File: src/hdl/dsmmm_pkg.sv
// ----------------------------------------------------------------------------
// dsmmm_pkg
// shared constants and types for the dual sensor min/max/mean block
// ----------------------------------------------------------------------------
package dsmmm_pkg;

  // default sizes
  localparam int SAMPLE_BITS_DEF   = 13;
  localparam int FRACTION_BITS_DEF = 8;
  localparam int COUNT_BITS_DEF    = 32;

  // sequencer states
  typedef enum logic [2:0] {
    ST_IDLE,
    ST_START_T,
    ST_WAIT_T,
    ST_START_H,
    ST_WAIT_H,
    ST_OUT
  } state_t;

  // divider status back to the sequencer
  typedef struct packed {
    logic busy;
    logic done;
  } div_stat_t;

endpackage

File: src/hdl/dsmmm_div.sv
// ----------------------------------------------------------------------------
// dsmmm_div
// restoring serial divider, one quotient bit per cycle, unsigned operands
// ----------------------------------------------------------------------------
module dsmmm_div
  import dsmmm_pkg::*;
#(
  parameter int QW = SAMPLE_BITS_DEF + FRACTION_BITS_DEF,
  parameter int DW = COUNT_BITS_DEF + 1
) (
  input  logic          clk,
  input  logic          rst_n,
  input  logic          start,
  input  logic [QW-1:0] dividend,
  input  logic [DW-1:0] divisor,
  output logic [QW-1:0] quotient,
  output div_stat_t     stat
);

  localparam int CW = $clog2(QW + 1);

  logic [DW-1:0] rem_r, rem_nxt;
  logic [DW-1:0] dvs_r, dvs_nxt;
  logic [QW-1:0] quo_r, quo_nxt;
  logic [CW-1:0] cnt_r, cnt_nxt;
  logic          busy_r, busy_nxt;
  logic          done_r, done_nxt;

  logic [DW:0]   shifted;
  logic [DW:0]   trial;
  logic          fits;

  // one trial subtraction per cycle
  always_comb begin
    shifted = {rem_r, quo_r[QW-1]};
    fits    = (shifted >= {1'b0, dvs_r});
    trial   = shifted - {1'b0, dvs_r};
  end

  // step control
  always_comb begin
    rem_nxt  = rem_r;
    dvs_nxt  = dvs_r;
    quo_nxt  = quo_r;
    cnt_nxt  = cnt_r;
    busy_nxt = busy_r;
    done_nxt = 1'b0;
    if (start) begin
      rem_nxt  = '0;
      dvs_nxt  = divisor;
      quo_nxt  = dividend;
      cnt_nxt  = '0;
      busy_nxt = 1'b1;
    end else if (busy_r) begin
      rem_nxt = fits ? trial[DW-1:0] : shifted[DW-1:0];
      quo_nxt = {quo_r[QW-2:0], fits};
      cnt_nxt = cnt_r + 1'b1;
      if (cnt_r == CW'(QW - 1)) begin
        busy_nxt = 1'b0;
        done_nxt = 1'b1;
      end
    end
  end

  // control flops
  always_ff @(posedge clk) begin
    if (!rst_n) begin
      busy_r <= 1'b0;
      done_r <= 1'b0;
    end else begin
      busy_r <= busy_nxt;
      done_r <= done_nxt;
    end
  end

  // datapath flops
  always_ff @(posedge clk) begin
    rem_r <= rem_nxt;
    dvs_r <= dvs_nxt;
    quo_r <= quo_nxt;
    cnt_r <= cnt_nxt;
  end

  assign quotient  = quo_r;
  assign stat.busy = busy_r;
  assign stat.done = done_r;

endmodule

File: src/hdl/dual_sensor_min_max_mean_core.sv
// ----------------------------------------------------------------------------
// dual_sensor_min_max_mean_core
// running min, max and mean of paired humidity and temperature samples
// ----------------------------------------------------------------------------
//  channel | direction | handshake          | word
//  in_     | input     | in_valid/in_stall  | humidity and temperature sample
//  out_    | output    | out_valid/out_stall| min, max, mean per channel, count
//
//  each word runs through the serial divider once per channel, temperature
//  first and humidity second, one quotient bit per cycle.
//  in_stall is high from accept until the result word is taken.
//  synchronous active-low reset clears all statistics and the sequencer.
//  out_stall holds the result word; statistics do not change meanwhile.
module dual_sensor_min_max_mean_core
  import dsmmm_pkg::*;
#(
  parameter int SAMPLE_BITS   = SAMPLE_BITS_DEF,
  parameter int FRACTION_BITS = FRACTION_BITS_DEF,
  parameter int COUNT_BITS    = COUNT_BITS_DEF
) (
  input  logic                                 clk,
  input  logic                                 rst_n,
  input  logic                                 in_valid,
  output logic                                 in_stall,
  input  logic [SAMPLE_BITS-1:0]               in_humidity_sample,
  input  logic [SAMPLE_BITS-1:0]               in_temperature_sample,
  output logic                                 out_valid,
  input  logic                                 out_stall,
  output logic [SAMPLE_BITS-1:0]               out_temperature_min,
  output logic [SAMPLE_BITS-1:0]               out_temperature_max,
  output logic [SAMPLE_BITS+FRACTION_BITS-1:0] out_temperature_mean,
  output logic [SAMPLE_BITS-1:0]               out_humidity_min,
  output logic [SAMPLE_BITS-1:0]               out_humidity_max,
  output logic [SAMPLE_BITS+FRACTION_BITS-1:0] out_humidity_mean,
  output logic [COUNT_BITS-1:0]                out_sample_count
);

  localparam int MW = SAMPLE_BITS + FRACTION_BITS;
  localparam int DW = COUNT_BITS + 1;

  state_t state_r, state_nxt;

  logic [SAMPLE_BITS-1:0] hum_r, tmp_r;
  logic [SAMPLE_BITS-1:0] temp_low_r, temp_low_nxt;
  logic [SAMPLE_BITS-1:0] temp_high_r, temp_high_nxt;
  logic [SAMPLE_BITS-1:0] hum_low_r, hum_low_nxt;
  logic [SAMPLE_BITS-1:0] hum_high_r, hum_high_nxt;
  logic [MW-1:0]          temp_avg_r, temp_avg_nxt;
  logic [MW-1:0]          hum_avg_r, hum_avg_nxt;
  logic [COUNT_BITS-1:0]  taken_r, taken_nxt;

  logic                   in_acc;
  logic                   div_start;
  div_stat_t              div_stat;
  logic [MW-1:0]          quotient;

  logic                   sel_temp;
  logic [SAMPLE_BITS-1:0] cur_sample;
  logic [MW-1:0]          cur_mean;
  logic [MW:0]            diff;
  logic                   diff_neg;
  logic [MW:0]            diff_abs;
  logic [MW-1:0]          new_mean;
  logic [DW-1:0]          divisor;
  logic                   first;

  assign in_acc = in_valid && !in_stall;

  // next state
  always_comb begin
    state_nxt = state_r;
    unique case (state_r)
      ST_IDLE:    if (in_valid) state_nxt = ST_START_T;
      ST_START_T: state_nxt = ST_WAIT_T;
      ST_WAIT_T:  if (div_stat.done) state_nxt = ST_START_H;
      ST_START_H: state_nxt = ST_WAIT_H;
      ST_WAIT_H:  if (div_stat.done) state_nxt = ST_OUT;
      ST_OUT:     if (!out_stall) state_nxt = ST_IDLE;
      default:    state_nxt = ST_IDLE;
    endcase
  end

  // sequencer outputs
  always_comb begin
    in_stall  = 1'b1;
    out_valid = 1'b0;
    div_start = 1'b0;
    unique case (state_r)
      ST_IDLE:    in_stall = 1'b0;
      ST_START_T: div_start = 1'b1;
      ST_START_H: div_start = 1'b1;
      ST_OUT:     out_valid = 1'b1;
      default:    ;
    endcase
  end

  // channel select and signed difference to the mean
  always_comb begin
    sel_temp   = (state_r == ST_START_T) || (state_r == ST_WAIT_T);
    cur_sample = sel_temp ? tmp_r : hum_r;
    cur_mean   = sel_temp ? temp_avg_r : hum_avg_r;
    diff       = ((MW + 1)'(cur_sample) << FRACTION_BITS) - {1'b0, cur_mean};
    diff_neg   = diff[MW];
    diff_abs   = diff_neg ? (~diff + 1'b1) : diff;
    new_mean   = diff_neg ? (cur_mean - quotient) : (cur_mean + quotient);
    divisor    = {1'b0, taken_r} + 1'b1;
    first      = (taken_r == '0);
  end

  // shared divider
  dsmmm_div #(
    .QW(MW),
    .DW(DW)
  ) u_div (
    .clk      (clk),
    .rst_n    (rst_n),
    .start    (div_start),
    .dividend (diff_abs[MW-1:0]),
    .divisor  (divisor),
    .quotient (quotient),
    .stat     (div_stat)
  );

  // statistics update
  always_comb begin
    temp_low_nxt  = temp_low_r;
    temp_high_nxt = temp_high_r;
    hum_low_nxt   = hum_low_r;
    hum_high_nxt  = hum_high_r;
    temp_avg_nxt  = temp_avg_r;
    hum_avg_nxt   = hum_avg_r;
    taken_nxt     = taken_r;
    if ((state_r == ST_WAIT_T) && div_stat.done) begin
      temp_avg_nxt = new_mean;
    end
    if ((state_r == ST_WAIT_H) && div_stat.done) begin
      hum_avg_nxt = new_mean;
      if (first || (tmp_r > temp_high_r)) temp_high_nxt = tmp_r;
      if (first || (tmp_r < temp_low_r))  temp_low_nxt  = tmp_r;
      if (first || (hum_r > hum_high_r))  hum_high_nxt  = hum_r;
      if (first || (hum_r < hum_low_r))   hum_low_nxt   = hum_r;
      if (taken_r != '1) taken_nxt = taken_r + 1'b1;
    end
  end

  // state and statistics flops
  always_ff @(posedge clk) begin
    if (!rst_n) begin
      state_r     <= ST_IDLE;
      temp_low_r  <= '0;
      temp_high_r <= '0;
      hum_low_r   <= '0;
      hum_high_r  <= '0;
      temp_avg_r  <= '0;
      hum_avg_r   <= '0;
      taken_r     <= '0;
    end else begin
      state_r     <= state_nxt;
      temp_low_r  <= temp_low_nxt;
      temp_high_r <= temp_high_nxt;
      hum_low_r   <= hum_low_nxt;
      hum_high_r  <= hum_high_nxt;
      temp_avg_r  <= temp_avg_nxt;
      hum_avg_r   <= hum_avg_nxt;
      taken_r     <= taken_nxt;
    end
  end

  // sample capture
  always_ff @(posedge clk) begin
    if (in_acc) begin
      hum_r <= in_humidity_sample;
      tmp_r <= in_temperature_sample;
    end
  end

  assign out_temperature_min  = temp_low_r;
  assign out_temperature_max  = temp_high_r;
  assign out_temperature_mean = temp_avg_r;
  assign out_humidity_min     = hum_low_r;
  assign out_humidity_max     = hum_high_r;
  assign out_humidity_mean    = hum_avg_r;
  assign out_sample_count     = taken_r;

endmodule

File: config.mk
export PLATFORM = sky130hd
export DESIGN_NAME = dual_sensor_min_max_mean_core
export DESIGN_NICKNAME = d
export VERILOG_FILES = /design/src/hdl/dsmmm_pkg.sv /design/src/hdl/dsmmm_div.sv /design/src/hdl/dual_sensor_min_max_mean_core.sv
export SDC_FILE = /design/constraint.sdc
export NUM_CORES = 1
export LEC_CHECK = 0
export BUFFER_PORTS_ARGS = -buffer_cell sky130_fd_sc_hd__buf_2
export CAP_MARGIN = 25
export CORE_MARGIN = 1
export CORE_UTILIZATION = 52
export DETAILED_ROUTE_END_ITERATION = 12
export GPL_TIMING_DRIVEN = 0
export PLACE_DENSITY_LB_ADDON = 0.12
export REMOVE_ABC_BUFFERS = 1
export SYNTH_ARGS = -nofsm -noshare
export SYNTH_HDL_FRONTEND = slang
export SYNTH_SLANG_ARGS = --single-unit
File: constraint.sdc
create_clock -name clk -period 7.4 [get_ports clk]
set_input_delay 0.37 -clock clk [delete_from_list [all_inputs] [get_ports clk]]
set_output_delay 0.37 -clock clk [all_outputs]
set_load 0.02 [all_outputs]
==> metrics.csv <==
metric,value,unit
status,completed,
Clk pwr share,27.8,%
crit path max fanout,30,
DRC Markers,0,
critical path launch point type,flip-flop,
"Slew Viols, Final",0,
Fin. Hold Viols,0,
power per cell area,268.9,nW/um^2
DP Wirelength,30990,um
post-route insts no fill,2505,
initial antenna violation count,1,
"delay-heaviest family, CP",compound AO/OA/AOI/OAI gates,
Placed Instance Area,17700,um^2
post-synth top area cell,dfxtp_1,
Synth top area share,20.49,%
met2 Use GR,43.07,%
"Warnings, synthesis",0,
Mapped Cells,1933,
CTS tree,built,
met1 usage,33.06,%
Pint,0.003257,W
Setup Viol. Count Final,0,
worst vdd ir,0.0002083,V
routed length per instance,16.88,um
"count leader, synth",nand2_1,
"Slowest-stage cell, CP",a2111oi_1,
final net count,2236,
Worst Path Arrival,7.37,ns
vias,14210,
first-pass GRT wire length,68210,um
H-tree levels,1,
pre-CTS setup slack,-0.6904,ns
Max Freq,144.4,MHz
number of fill cells,2727,
# rows,64,
GR Overflow Total,0,
post-synthesis cell area,16510,um^2
synth top area cells,"dfxtp_1 20%, edfxtp_1 15%, ha_1 9.0%",
chip height,180.2,um
worst path buffer plus inverter count,2,
Net Switching,0.001872,W
DIE AREA,32470,um^2
Num CTS Buffers,28,
DP Cell Count,2410,
Synth Register Bits,249,
vias in the first global route,13580,
final worst slack,0.4733,ns
initial core utilization,53.42,%
grt peak-use layer,met2,
Hold Path Class,in2reg,
syn_area_per_cell,8.542,um^2
Core Box Area,30910,um^2
Worst-Skew Late Latency,0.57,ns
fin crit period,6.927,ns
DR pass1 iterations,5,
I/O pin cnt,158,
Sw Ratio,36.50,%
Overall Global Routing Usage,25.42,%
largest net degree at the start of global routing,97,
CP Capture Type,flip-flop,
IO Port Bufs,157,
routability congestion estimate,0.8766,
GR Layer Usage met3,4.184,%
Total Wirelength,42290,um
Post-synth top cells,"256 x nand2_1, 169 x dfxtp_1, 135 x inv_1",
share of layout cells above drive strength 1,13.57,%
Final Cycle Share,93.60,%
combinational power share,39.5,%
Slew @ Worst Pin,1.014,ns
critical path class,reg2reg,
"EDFF count, synth",80,
sequential element share of the synthesized area,35.04,%
Final Skew,0.02562,ns
CP Data Required Time,7.85,ns
Die W,180.2,um
clk slew on worst S/H paths,0.06,ns
Post-synth top flop,dfxtp_1,
Leak,8.287,nW
Reg power frac,32.6,%
asr flop ratio synth,0,%
CTS Buffer Depth,3,
Routed Antenna Nets,0,
Finished Cell Area,19070,um^2
# Max-Cap Violations,0,
vias per cell,5.673,
root buf cell,clkbuf_16,
DR iter-0 viols,879,
setup_tns,0,ns
CP peak stage delay,0.58,ns
Area Overhead vs Synth,15.51,%
Netlist cell types,89,
Worst slew margin,32.26,%
RSZ-0062 raised after global routing,no,
Clock Sinks,249,
## layer usage
layer / vias up / wire length [um]
met1: 6702 / 19080
met4: 0 / 1140
met3: 61 / 2555
met2: 340 / 19510
met5: - / 0
li1: 7109 / -
## through the flow
| stage | power, W | hold slack [ns] | util, % |
|---|---|---|---|
| after floorplan | 0.003168 | 0.4501 | - |
| after global placement | 0.003560 | 0.4589 | 56.40 |
| after detailed placement | 0.003634 | 0.4638 | 57.27 |
| after CTS | 0.005087 | 0.1229 | 61.22 |
| after global routing | 0.005444 | 0.2264 | 61.69 |
| final | 0.005128 | 0.1459 | 61.70 |
## placed cells by master, fill, tap and decap left out, types with 14 or more instances in the layout
cell	netlist	layout
and3_1	22	22
a21o_1	48	48
mux2i_1	71	71
a21boi_0	50	50
xnor2_1	97	97
inv_1	135	134
dlygate4sd3_1	0	26
nor2b_1	31	31
clkbuf_16	0	28
or3_1	22	22
buf_4	1	14
ha_1	119	119
o21ai_0	124	124
nor4_1	19	19
o21a_1	16	16
buf_2	4	156
dfxtp_1	169	165
a21oi_1	111	109
nand4_1	23	23
nor2_1	98	97
and2_1	25	25
edfxtp_1	80	80
nand3_1	58	58
nor3_1	21	21
nand2_1	256	255
xor2_1	59	59
## power groups by stage
stage                     clock [W]  sequential (W)  combinational (W)
after global routing        0.00150         0.00169            0.00226
after CTS                   0.00145         0.00167            0.00197
after global placement            0         0.00170            0.00186
after floorplan                   0         0.00166            0.00150
final                       0.00143         0.00167            0.00203
after detailed placement          0         0.00170            0.00193
## what timing repair did
action,in CTS,in global routing
setup buffers,1,13
hold endpoints to repair,26,0
endpoints found under the setup margin,12,10
pin swaps,1,4
gates cloned,0,1
resized for setup,5,5
hold buffers,26,0
## cells by family (layout without fill, tap and decap cells)
group | Yosys count | after routing | share of synthesized area (%)
simple gates | 638 | 639 | 18.83
compound gates | 466 | 466 | 18.23
flops | 249 | 249 | 35.04
buf+inv | 223 | 396 | 5.267
xor+xnor | 158 | 158 | 8.609
fa+ha+maj | 124 | 124 | 9.450
mux | 75 | 75 | 4.577
other cells | 0 | 2 | 0
## cell type report
class	count	area [um^2]	area share (%)
inverter	136	513.0	2.690
sequential	249	5791	30.36
timing repair buffer	208	1389	7.282
antenna	2	5.005	0.02624
tap	396	495.5	2.598
multi-input combinational	1462	9941	52.12
clock buffer	30	708.2	3.713
clock inverter	22	230.2	1.207
## path summary, 6_finish.rpt
path | start | to | slack [ns] | depth (start not counted)
setup / recovery | state_r[1] | out_temperature_mean[18] | 0.47 | 26
hold reg to reg | out_temperature_min[7] | out_temperature_min[7] | 0.47 | 2
hold / removal | out_stall | state_r[2] | 0.15 | 3
setup reg to reg | state_r[1] | out_temperature_mean[18] | 0.47 | 26
## worst reg2reg max path: stages, from the launching register on
cell and delay, ns:
dfxtp_2 0.51, xnor2_4 0.19, nor2_4 0.19, buf_12 0.23, mux2i_1 0.34, ha_1 0.36, nand3b_1 0.12, nor3_1 0.05
a311o_1 0.36, o211a_1 0.29, a2111oi_4 0.38, or2_4 0.31, buf_4 0.14, nor2_1 0.04, xnor2_1 0.14, ha_1 0.35
nor2b_1 0.16, o31a_1 0.28, o211ai_1 0.35, a211oi_1 0.19, a2111oi_1 0.58, o21ai_0 0.20, a31oi_1 0.38, o21bai_1 0.13
a21oi_1 0.19, xor2_1 0.24, o21ai_0 0.12
## registers in the layout, indices dropped and copies added, names as in the netlist, 5 cells and up
| register | count |
|---|---|
| tmp_r | 13 |
| out_sample_count | 32 |
| out_humidity_mean | 21 |
| u_div.quotient | 21 |
| out_humidity_max | 13 |
| out_temperature_mean | 21 |
| u_div.rem_r | 33 |
| hum_r | 13 |
| out_temperature_max | 13 |
| u_div.dvs_r | 33 |
| u_div.cnt_r | 5 |
| out_temperature_min | 13 |
| out_humidity_min | 13 |
No activity file was read; power rests on OpenSTA's default activity.
